--- src/design/ehcd_pkg.sv ---
// ----------------------------------------------------------------------------
// ehcd_pkg
// Shared types and constants of the elevator hall call dispatcher.
// ----------------------------------------------------------------------------
`default_nettype none

package ehcd_pkg;

	localparam int NUM_ELEVATORS = 8;
	localparam int ID_W          = 3;
	localparam int FLOOR_W       = 6;
	localparam int DIR_W         = 2;
	localparam int TIME_W        = 32;
	localparam int COST_W        = 11;
	localparam int CFG_ADDR_W    = 2;
	localparam int CFG_DATA_W    = 32;

	// configuration register indexes
	localparam logic [CFG_ADDR_W-1:0] REG_MIN_FLOOR = 2'd0;
	localparam logic [CFG_ADDR_W-1:0] REG_MAX_FLOOR = 2'd1;
	localparam logic [CFG_ADDR_W-1:0] REG_OUTDATED  = 2'd2;
	localparam logic [CFG_ADDR_W-1:0] REG_DEAD      = 2'd3;

	// actions
	localparam logic ACT_UPDATE   = 1'b0;
	localparam logic ACT_DISPATCH = 1'b1;

	// travel directions
	localparam logic [DIR_W-1:0] DIR_NONE = 2'd0;
	localparam logic [DIR_W-1:0] DIR_UP   = 2'd1;
	localparam logic [DIR_W-1:0] DIR_DOWN = 2'd2;

	// settings that every cell sees, with the span penalties worked out once
	typedef struct packed {
		logic [FLOOR_W-1:0] min_floor;
		logic [FLOOR_W-1:0] max_floor;
		logic [TIME_W-1:0]  outdated;
		logic [TIME_W-1:0]  dead;
		logic [COST_W-1:0]  span_x10;
		logic [COST_W-1:0]  span_p1;
		logic [COST_W-1:0]  span_p1_x2;
	} cfg_t;

	// a dispatch walking down the row of cells
	typedef struct packed {
		logic               vld;
		logic [FLOOR_W-1:0] call_floor;
		logic               down_call;
		logic [TIME_W-1:0]  now;
		logic               found;
		logic [ID_W-1:0]    best_id;
		logic [COST_W-1:0]  best_cost;
	} tok_t;

	// record write from an update transaction
	typedef struct packed {
		logic [FLOOR_W-1:0] floor;
		logic [DIR_W-1:0]   dir;
		logic               stopped;
		logic [TIME_W-1:0]  stamp;
	} rec_t;

endpackage

`default_nettype wire

--- src/design/ehcd_cell.sv ---
// ----------------------------------------------------------------------------
// ehcd_cell
// Holds one elevator record and scores a passing dispatch against it.
// ----------------------------------------------------------------------------
`default_nettype none

module ehcd_cell import ehcd_pkg::*; (
	input  wire logic            clk,
	input  wire logic            arst_n,
	input  wire logic [ID_W-1:0] cell_id,
	input  wire cfg_t            cfg,
	input  wire logic            wr_en,
	input  wire rec_t            wr_rec,
	input  wire tok_t            tok_in,
	output tok_t                 tok_out
);

	logic              valid_q;
	rec_t              rec_q;
	tok_t              tok_q;

	logic [TIME_W-1:0]  age;
	logic [FLOOR_W-1:0] floor_gap;
	logic               live;
	logic               busy_dir;
	logic [COST_W-1:0]  cost;
	logic               take;

	always_ff @(posedge clk or negedge arst_n) begin
		if (!arst_n) begin
			valid_q <= 1'b0;
			rec_q   <= '0;
		end else if (wr_en) begin
			valid_q <= 1'b1;
			rec_q   <= wr_rec;
		end
	end

	always_comb begin
		age  = tok_in.now - rec_q.stamp;
		floor_gap = (rec_q.floor > tok_in.call_floor) ? (rec_q.floor - tok_in.call_floor)
		                                              : (tok_in.call_floor - rec_q.floor);
		live = valid_q && (age <= cfg.dead);
		busy_dir = ((rec_q.dir == DIR_UP) &&
		            ((!tok_in.down_call && (tok_in.call_floor > rec_q.floor)) ||
		             (tok_in.call_floor == cfg.max_floor))) ||
		           ((rec_q.dir == DIR_DOWN) &&
		            ((tok_in.down_call && (tok_in.call_floor < rec_q.floor)) ||
		             (tok_in.call_floor == cfg.min_floor)));
		cost = {{(COST_W-FLOOR_W){1'b0}}, floor_gap};
		if (age > cfg.outdated) cost = cost + cfg.span_x10;
		if (rec_q.stopped)      cost = cost + cfg.span_x10;
		priority if (busy_dir)
			cost = cost + cfg.span_p1;
		else if (rec_q.dir != DIR_NONE)
			cost = cost + cfg.span_p1_x2;
		else
			cost = cost;
		// strict compare keeps the lowest id on a tie
		take = live && (!tok_in.found || (cost < tok_in.best_cost));
	end

	always_ff @(posedge clk or negedge arst_n) begin
		if (!arst_n) begin
			tok_q <= '0;
		end else begin
			tok_q.vld        <= tok_in.vld;
			tok_q.call_floor <= tok_in.call_floor;
			tok_q.down_call  <= tok_in.down_call;
			tok_q.now        <= tok_in.now;
			tok_q.found      <= tok_in.found || take;
			tok_q.best_id    <= take ? cell_id : tok_in.best_id;
			tok_q.best_cost  <= take ? cost : tok_in.best_cost;
		end
	end

	assign tok_out = tok_q;

endmodule

`default_nettype wire

--- src/design/elevator_hall_call_dispatcher.sv ---
// ----------------------------------------------------------------------------
// elevator_hall_call_dispatcher
// Keeps one record per elevator and picks the cheapest one for a hall call.
// ----------------------------------------------------------------------------
// An update transaction (action 0) writes its record at the accepting edge and
// gives no result; busy stays low, so the next transaction may follow at once.
// A dispatch transaction (action 1) walks the row of elevator cells, one cell
// per cycle, with a register in each cell; busy is high from the accepting edge
// until the dispatch leaves the last cell, and the result is shown with done high
// in the last cycle of busy, for exactly one cycle; the receiver must take it then.
// The next transaction can be accepted once busy has fallen. The walk through
// the cell row sets how long a dispatch takes. Configuration writes take effect
// at once and belong in idle time.
`default_nettype none

module elevator_hall_call_dispatcher import ehcd_pkg::*; (
	input  wire logic                  clk,
	input  wire logic                  arst_n,
	// configuration
	input  wire logic                  cfg_we,
	input  wire logic [CFG_ADDR_W-1:0] cfg_addr,
	input  wire logic [CFG_DATA_W-1:0] cfg_wdata,
	// command
	input  wire logic                  start,
	output logic                       busy,
	input  wire logic                  action,
	input  wire logic [ID_W-1:0]       elev_id,
	input  wire logic [FLOOR_W-1:0]    floor,
	input  wire logic                  call_dir,
	input  wire logic [DIR_W-1:0]      moving_dir,
	input  wire logic                  is_stopped,
	input  wire logic [TIME_W-1:0]     time_ms,
	// result
	output logic                       done,
	output logic [ID_W-1:0]            chosen_id,
	output logic                       found,
	output logic [COST_W-1:0]          best_cost
);

	logic [FLOOR_W-1:0] min_floor_q;
	logic [FLOOR_W-1:0] max_floor_q;
	logic [TIME_W-1:0]  outdated_q;
	logic [TIME_W-1:0]  dead_q;

	logic [FLOOR_W-1:0] span;
	cfg_t               cfg;
	logic               accept;
	rec_t               wr_rec;
	tok_t               chain [0:NUM_ELEVATORS];
	logic [NUM_ELEVATORS-1:0] in_flight;

	always_ff @(posedge clk or negedge arst_n) begin
		if (!arst_n) begin
			min_floor_q <= FLOOR_W'(0);
			max_floor_q <= FLOOR_W'(3);
			outdated_q  <= TIME_W'(1200);
			dead_q      <= TIME_W'(3000);
		end else if (cfg_we) begin
			unique case (cfg_addr)
				REG_MIN_FLOOR: min_floor_q <= cfg_wdata[FLOOR_W-1:0];
				REG_MAX_FLOOR: max_floor_q <= cfg_wdata[FLOOR_W-1:0];
				REG_OUTDATED:  outdated_q  <= cfg_wdata[TIME_W-1:0];
				REG_DEAD:      dead_q      <= cfg_wdata[TIME_W-1:0];
				default: ;
			endcase
		end
	end

	// inverted bounds give a zero span
	assign span = (max_floor_q >= min_floor_q) ? (max_floor_q - min_floor_q) : '0;

	always_comb begin
		cfg.min_floor  = min_floor_q;
		cfg.max_floor  = max_floor_q;
		cfg.outdated   = outdated_q;
		cfg.dead       = dead_q;
		cfg.span_x10   = COST_W'({{(COST_W-FLOOR_W){1'b0}}, span} * COST_W'(10));
		cfg.span_p1    = {{(COST_W-FLOOR_W){1'b0}}, span} + COST_W'(1);
		cfg.span_p1_x2 = {cfg.span_p1[COST_W-2:0], 1'b0};
	end

	assign accept = start && !busy;

	assign wr_rec.floor   = floor;
	assign wr_rec.dir     = moving_dir;
	assign wr_rec.stopped = is_stopped;
	assign wr_rec.stamp   = time_ms;

	always_comb begin
		chain[0].vld        = accept && (action == ACT_DISPATCH);
		chain[0].call_floor = floor;
		chain[0].down_call  = call_dir;
		chain[0].now        = time_ms;
		chain[0].found      = 1'b0;
		chain[0].best_id    = '0;
		chain[0].best_cost  = '0;
	end

	for (genvar g = 0; g < NUM_ELEVATORS; g++) begin : g_cell
		ehcd_cell u_cell (
			.clk     (clk),
			.arst_n  (arst_n),
			.cell_id (ID_W'(g)),
			.cfg     (cfg),
			.wr_en   (accept && (action == ACT_UPDATE) && (elev_id == ID_W'(g))),
			.wr_rec  (wr_rec),
			.tok_in  (chain[g]),
			.tok_out (chain[g+1])
		);
		assign in_flight[g] = chain[g+1].vld;
	end

	assign busy      = |in_flight;
	assign done      = chain[NUM_ELEVATORS].vld;
	assign chosen_id = chain[NUM_ELEVATORS].best_id;
	assign found     = chain[NUM_ELEVATORS].found;
	assign best_cost = chain[NUM_ELEVATORS].best_cost;

endmodule

`default_nettype wire
--- config.mk ---
export PLATFORM = sky130hd
export DESIGN_NAME = elevator_hall_call_dispatcher
export DESIGN_NICKNAME = d
export VERILOG_FILES = /design/src/design/ehcd_pkg.sv /design/src/design/ehcd_cell.sv /design/src/design/elevator_hall_call_dispatcher.sv
export SDC_FILE = /design/constraint.sdc
export NUM_CORES = 2
export LEC_CHECK = 0
export BUFFER_PORTS_ARGS = -buffer_cell sky130_fd_sc_hd__buf_2
export CORE_ASPECT_RATIO = 0.7
export CORE_MARGIN = 8
export CORE_UTILIZATION = 35
export CTS_CLUSTER_SIZE = 20
export DETAILED_ROUTE_END_ITERATION = 16
export GPL_ROUTABILITY_DRIVEN = 0
export GPL_TIMING_DRIVEN = 0
export PLACE_DENSITY = 0.57
export SKIP_CTS_REPAIR_TIMING = 1
export SYNTH_ARGS = -nofsm -noshare
export SYNTH_HDL_FRONTEND = slang
export SYNTH_SLANG_ARGS = --single-unit
--- constraint.sdc ---
create_clock -name clk -period 8.9 [get_ports clk]
set_input_delay 0.89 -clock clk [delete_from_list [all_inputs] [get_ports clk]]
set_output_delay 0.89 -clock clk [all_outputs]
set_load 0.005 [all_outputs]
After elaboration in Yosys (flattened, before gate mapping)
Cells that the tools add are included.
{ "totals": {"wordCells": 429, "register_bits": 810} }
{ "classes": {"mux": 56, "addsub": 58, "magnitude_cmp": 48, "n_reduce_logical": 127, "n_eq_ne": 42, "bitwise": 1, "multipliers": 1} }
{ "op_table": {"columns": ["operator", "count"], "rows": [
  ["11-bit 2-to-1 mux", 40],
  ["32-bit > comparator", 8],
  ["32-bit less-or-equal comparator", 8],
  ["32-bit subtractor", 8],
  ["6-bit subtractor", 17],
  ["6-bit == test", 16],
  ["6-bit > comparator", 16],
  ["11-bit by 10-bit adder with 11-bit output", 8],
  ["11-bit by 7-bit adder with 11-bit output", 8],
  ["11-bit by 8-bit adder with 11-bit output", 8],
  ["6-bit by 10-bit adder with 11-bit output", 8],
  ["11-bit < comparator", 7],
  ["1-bit logical AND", 58],
  ["6-bit 2-to-1 mux", 9],
  ["6-bit < comparator", 8],
  ["1-bit logical OR", 38],
  ["2-bit == test (second input constant)", 10],
  ["2-bit by 1-bit == test with 1-bit output (second input constant)", 9],
  ["3-bit 2-to-1 mux", 6],
  ["1-bit zero test", 16],
  ["2-bit nonzero test", 8],
  ["3-bit == test (second input constant)", 4],
  ["6-bit by 3-bit multiplier with 9-bit output (second input constant)", 1],
  ["2-bit AND reduction", 4],
  ["9 further kinds", 10]
]} }

Depth between registers and ports, before layout
{ "logic_depth": {"word_depth": 14, "mapped_depth": 50} }

Hierarchy
From an unflattened synthesis, not the netlist that was laid out.
{ "unflattened": {"cells_unflattened": 9009, "hier_area_um2": 78771.8} }
{ "modules_own_cells": {"columns": ["mod", "cells_each", "instances", "area_per_inst_um2", "seq_area_each_um2"], "rows": [
  ["ehcd_cell at g_cell[1].u_cell ...", 1068, 4, 9282.7, 2427.3],
  ["ehcd_cell at g_cell[0].u_cell ...", 1121, 2, 9506.6, 2427.3],
  ["ehcd_cell at g_cell[3].u_cell", 1110, 1, 9529.1, 2427.3],
  ["ehcd_cell at g_cell[7].u_cell", 1105, 1, 9487.8, 2427.3],
  ["elevator_hall_call_dispatcher", 280, 1, 3611.0, 1918.1]
]} }

Worst setup path after synthesis
No wires, ideal clock.
{ "synth_timing": {"kind": "register -> register", "start": "reg g_cell[3].u_cell.tok_q (netlist bit g_cell[3].u_cell.tok_out[21])", "end": "reg g_cell[4].u_cell.tok_q (netlist bit g_cell[4].u_cell.tok_out[9])", "path_stages_with_launch": 44, "arrival_time_ns": 9.412, "slack_ns": -0.636, "setup_ns": 0.125, "n_path_buf": 3, "cell_sequence": "dfrtp_1 -> ha_1 -> a2111oi_0 -> nand3_1 -> a21oi_1 -> a21oi_1 -> a221o_1 -> a211o_1 -> a2111oi_0 -> o21ai_0 -> a21oi_1 -> xnor2_1 -> ha_1 -> nand4_1 -> or4_4 -> or4_4 -> nor3b_4 -> a22oi_4 -> [... 8 more ...] -> xnor2_1 -> o21ai_0 -> ha_1 -> nand2_1 -> nor2_1 -> a211oi_1 -> o21bai_1 -> nor4b_2 -> xnor2_1 -> ha_1 -> a21oi_1 -> nor2b_1 -> o21ai_0 -> o21ai_0 -> and3b_1 -> buf_2 -> buf_1 -> mux2_2"} }
{ "synth_via": {"elab_chain_cells": 12} }
{ "synth_lines": {"columns": ["element", "line_no", "source"], "rows": [
  ["from (decl)", "ehcd_cell.sv:20", "tok_t tok_q;"],
  ["32-bit subtractor *", "ehcd_cell.sv:40", "age = tok_in.now - rec_q.stamp;"],
  ["32-bit > comparator", "ehcd_cell.sv:51", "if (age > cfg.outdated) cost = cost + cfg.span_x10;"],
  ["11-bit 2-to-1 mux", "ehcd_cell.sv:51", null],
  ["11-bit by 10-bit adder with 11-bit output", "ehcd_cell.sv:52", "if (rec_q.stopped) cost = cost + cfg.span_x10;"],
  ["11-bit 2-to-1 mux", "ehcd_cell.sv:52", null],
  ["11-bit by 8-bit adder with 11-bit output", "ehcd_cell.sv:56", "cost = cost + cfg.span_p1_x2;"],
  ["11-bit 2-to-1 mux", "ehcd_cell.sv:55", "else if (rec_q.dir != DIR_NONE)"],
  ["11-bit 2-to-1 mux", "ehcd_cell.sv:53", "priority if (busy_dir)"],
  ["11-bit < comparator", "ehcd_cell.sv:60", "take = live && (!tok_in.found || (cost < tok_in.best_cost));"],
  ["1-bit logical OR", "ehcd_cell.sv:60", null],
  ["1-bit logical AND *", "ehcd_cell.sv:60", null],
  ["net g_cell[4].u_cell.take", "ehcd_cell.sv:27", "logic take;"],
  ["11-bit 2-to-1 mux *", "ehcd_cell.sv:73", "tok_q.best_cost <= take ? cost : tok_in.best_cost;"],
  ["to (decl)", "ehcd_cell.sv:20", null]
]} }
Mark *: on every way through the listed nets, which the timed path passes. The rest lies on a longest branch.
A chain may end at the register's enable or synchronous reset.

Final worst setup path
{ "layout_timing": {"start": "reg g_cell[7].u_cell.rec_q[0] in the netlist's numbering", "end": "reg, netlist name g_cell[7].u_cell.tok_out[4]"} }
{ "layout_via": {"elab_chain_cells": 12} }
{ "layout_lines": {"columns": ["element", "line_no", "source"], "rows": [
  ["from (decl)", "ehcd_cell.sv:19", "rec_t rec_q;"],
  ["from (signal assigned)", "ehcd_cell.sv:35", "rec_q <= wr_rec;"],
  ["32-bit subtractor *", "ehcd_cell.sv:40", null],
  ["32-bit > comparator", "ehcd_cell.sv:51", null],
  ["11-bit 2-to-1 mux", "ehcd_cell.sv:51", null],
  ["11-bit by 10-bit adder with 11-bit output", "ehcd_cell.sv:52", null],
  ["11-bit 2-to-1 mux", "ehcd_cell.sv:52", null],
  ["11-bit by 8-bit adder with 11-bit output", "ehcd_cell.sv:56", null],
  ["11-bit 2-to-1 mux", "ehcd_cell.sv:55", null],
  ["11-bit 2-to-1 mux", "ehcd_cell.sv:53", null],
  ["11-bit < comparator", "ehcd_cell.sv:60", null],
  ["1-bit logical OR", "ehcd_cell.sv:60", null],
  ["1-bit logical AND", "ehcd_cell.sv:60", null],
  ["11-bit 2-to-1 mux *", "ehcd_cell.sv:73", null]
]} }
Mark *: on every way between the ends. The rest lies on a longest branch, timed or not.

==> results.py <==
metrics = {
    "outcome": {
        "status": "finished with violations",
        "violations": "capacitance limit, slew limit, setup timing",
    },
    "logic_synthesis": {
        "synth.distinct_cells": 102,
        "synth_warnings": 0,
        "netlist_instances": 7479,
        "ys_seq_area_frac": 0.2919,
        "yosys-top-cells-area": "dfrtp_1 29%, ha_1 21%, mux2_2 6.0%",
        "synthesis.nets": 8769,
        "synth_flop_cell": "dfrtp_1",
        "yosysTopAreaCell": "dfrtp_1",
        "synth_seq_cells": 806,
        "postSynth.asyncResetShare": 1.000,
        "synth_edf_count": 0,
        "syn_avg_cell_area_um2": 9.245,
        "syn-cell-area_um2": 69140,
        "synth.top_cell.area_share": 0.2870,
    },
    "timing": {
        "slew_headroom": -0.05745,
        "finClkSkew_ns": 0.06964,
        "post-route-period-util": 1.184,
        "layout_setup_ws_ns": -1.634,
        "holdWs_ns": 0.2884,
        "final-hold-violation-count": 0,
        "period_needed_ns": 10.53,
        "worstMarginPinSlew_ns": 1.577,
        "setup_viol": 99,
        "rsz0062_at_grt": "yes",
        "drv_slew": 4,
        "fmax_mhz": 94.93,
    },
    "final_layout": {
        "design_area_um2": 80730,
        "final_util": 0.4111,
        "fillCellCount": 19120,
        "multi_input_comb_area_um2": 48250,
        "nets": 9133,
        "drive_above_1_share": 0.1677,
        "syn_to_final_growth_pct": 16.76,
        "seqCellArea_um2": 20190,
        "fin_cells": 10550,
    },
    "routing": {
        "drc_errors": 0,
        "first_iter_violations": 6382,
        "ant_nets": 0,
        "routed_wirelength_mm": 262.2,
        "dr.pass1.iters": 6,
        "wl_per_cell_um": 24.86,
        "viasPerCell": 5.690,
        "num_vias": 60010,
    },
    "setup_path": {
        "cp.buffers_inverters": 7,
        "r2r_end": "g_cell[7].u_cell.tok_out[4]$_DFF_PN0_",
        "start_kind": "flip-flop",
        "critical_path_class": "flip-flop to flip-flop",
        "critical_path.most_common_cell": "ha_1",
        "path_delay_family": "compound AO/OA/AOI/OAI gates",
        "required_ns": 9.50,
        "rrSetupSlack_ns": -1.63,
        "critPathLaunch": "g_cell[7].u_cell.rec_q[0]$_DFFE_PN0P_",
        "worstPathArrival_ns": 11.14,
        "crit_path_max_incr_delay_ns": 0.55,
        "rr_worst_depth": 47,
        "endpoint_kind": "flip-flop",
        "critPathSlowestCell": "a2111o_1",
        "cp-endpoint": "g_cell[7].u_cell.tok_out[4]$_DFF_PN0_",
        "critPathMaxFanout": 10,
        "r2r_start": "g_cell[7].u_cell.rec_q[0]$_DFFE_PN0P_",
        "path_depth": 47,
    },
    "placed_design": {
        "io_buffers": 98,
        "place_inst": 10220,
        "placed_area_um2": 73550,
        "dpl.hpwl_mm": 207.9,
    },
    "global_route": {
        "busiest_layer": "met1",
        "grt_max_degree": 118,
        "grt_use_met1": 0.3564,
        "grt_use_total": 0.2335,
        "grt_first_pass_wirelength_mm": 371.8,
        "grt_pass1_vias": 55680,
        "grtUsageMet3": 0.07662,
        "use_met2": 0.3076,
        "grt_overflow": 0,
        "antenna_found_initial": 16,
    },
    "die": {
        "start_util": 0.3521,
        "ios": 101,
        "std_cell_rows": 136,
        "core-area_um2": 196400,
        "dieArea_um2": 212300,
        "fp.dieH_um": 387.9,
        "die_w_um": 547.2,
    },
    "run": {
        "cap_violations": 1,
    },
    "clocking": {
        "cts_buffers": 91,
        "cts.sinks": 806,
        "cts_root_buf": "clkbuf_16",
        "clk_latency_ns": 0.78,
        "clk_pin_slew_ns": 0.06,
        "tritoncts": "yes",
        "cts_htree_levels": 3,
        "ctsLongestPathBuffers": 3,
    },
    "worst_hold_path": {
        "min_path_cells": 1,
        "hold_class": "input pin to flip-flop",
    },
}
## logic make-up after synthesis
| group | Yosys count | synth area share |
|---|---|---|
| flip-flops | 806 | 0.2919 |
| buffers and inverters | 905 | 0.05076 |
| adder cells (fa/ha/maj) | 1206 | 0.2245 |
| multiplexers | 427 | 0.06880 |
| XOR/XNOR | 533 | 0.06752 |
| AND/OR/NAND/NOR | 1601 | 0.1143 |
| AO/OA/AOI/OAI | 2001 | 0.1821 |
## stage by stage
step | TNS (ns) | worst slack, ns
6_report | -111.77 | -1.634
5_1_grt | -143.71 | -1.941
4_1_cts | -344.50 | -4.007
3_5_place_dp | -345.96 | -3.975
3_3_place_gp | -8917.48 | -10.97
2_1_floorplan | -0.1158 | -0.1158
## area by class of cell
| cell class | instances | share of cell area |
|---|---|---|
| inverters | 741 | 0.03459 |
| repair buffers | 271 | 0.02746 |
| clock inverters | 42 | 0.007269 |
| repair inverters | 1 | 0.00006200 |
| well taps | 2622 | 0.04064 |
| flip-flops and latches | 806 | 0.2501 |
| diodes | 9 | 0.0002790 |
| plain buffers | 163 | 0.01028 |
| clock buffers | 123 | 0.03168 |
| multi-input cells | 5768 | 0.5976 |
## layout by cell type, fill, tap and decap left out, types with 83 or more instances in the layout
master / instances
o21ai_0: 450
clkbuf_16: 91
buf_4: 150
ha_1: 1100
dfrtp_1: 790
nor2_1: 329
xor2_1: 152
o21bai_1: 83
nand4_1: 129
nor3_1: 83
inv_1: 724
a21o_1: 303
xnor2_1: 335
a21oi_1: 502
buf_2: 115
nand2b_1: 83
clkbuf_1: 108
nor2b_1: 105
nand2_1: 468
o21a_1: 89
nand3_1: 105
mux2_2: 355
## synth_stat cells (all sizes together), types with 14 or more instances
cell / instances
a2111oi: 18
a211o: 20
a211oi: 64
a21boi: 18
a21o: 306
a21oi: 590
a221oi: 19
a22oi: 15
a31oi: 37
and2: 25
and3: 32
and4: 20
buf: 64
clkbuf: 99
dfrtp: 793
fa: 58
ha: 1148
inv: 740
mux2: 370
mux2i: 57
nand2: 473
nand2b: 87
nand3: 116
nand3b: 14
nand4: 129
nor2: 344
nor2b: 110
nor3: 97
nor3b: 18
nor4: 42
o211ai: 43
o21a: 92
o21ai: 508
o21bai: 91
o221ai: 14
o22ai: 16
o31a: 16
o31ai: 21
or2: 34
or3: 34
xnor2: 362
xor2: 171
## worst register-to-register path: cells and delay by family (launching register included)
kind	cells	cell delay, ns
fa+ha+maj	7	1.86
xor+xnor	3	0.52
mux	2	0.75
buf+inv	7	0.98
flops	1	0.44
simple gates	10	1.86
compound gates	18	3.93
## per-layer routing
| layer | share of wire | wire (µm) |
|---|---|---|
| met1 | 0.47 | 122600 |
| met2 | 0.38 | 99230 |
| met3 | 0.12 | 32420 |
| met4 | 0.030 | 7929 |
| met5 | 0 | 0 |
## state kept, by name (all words and copies together) (netlist names)
register / count
dead_q: 32
g_cell.u_cell.rec_q: 328
min_floor_q: 6
g_cell.u_cell.tok_out: 394
g_cell.u_cell.valid_q: 8
outdated_q: 32
max_floor_q: 6
## worst min path at each step
stage                                                start                                     end
finish                                         time_ms[31]  g_cell[0].u_cell.tok_out[46]$_DFF_PN0_
global route                                   time_ms[31]  g_cell[0].u_cell.tok_out[46]$_DFF_PN0_
CTS                                                 arst_n  g_cell[7].u_cell.rec_q[10]$_DFFE_PN0P_
detailed placement  g_cell[0].u_cell.tok_out[15]$_DFF_PN0_  g_cell[1].u_cell.tok_out[15]$_DFF_PN0_
global placement    g_cell[0].u_cell.tok_out[15]$_DFF_PN0_  g_cell[1].u_cell.tok_out[15]$_DFF_PN0_
floorplan           g_cell[0].u_cell.tok_out[15]$_DFF_PN0_  g_cell[1].u_cell.tok_out[15]$_DFF_PN0_
Power is left out: the tool's default activity adds up to more than one toggle a clock period on the data nets, which glitch-free logic cannot reach.
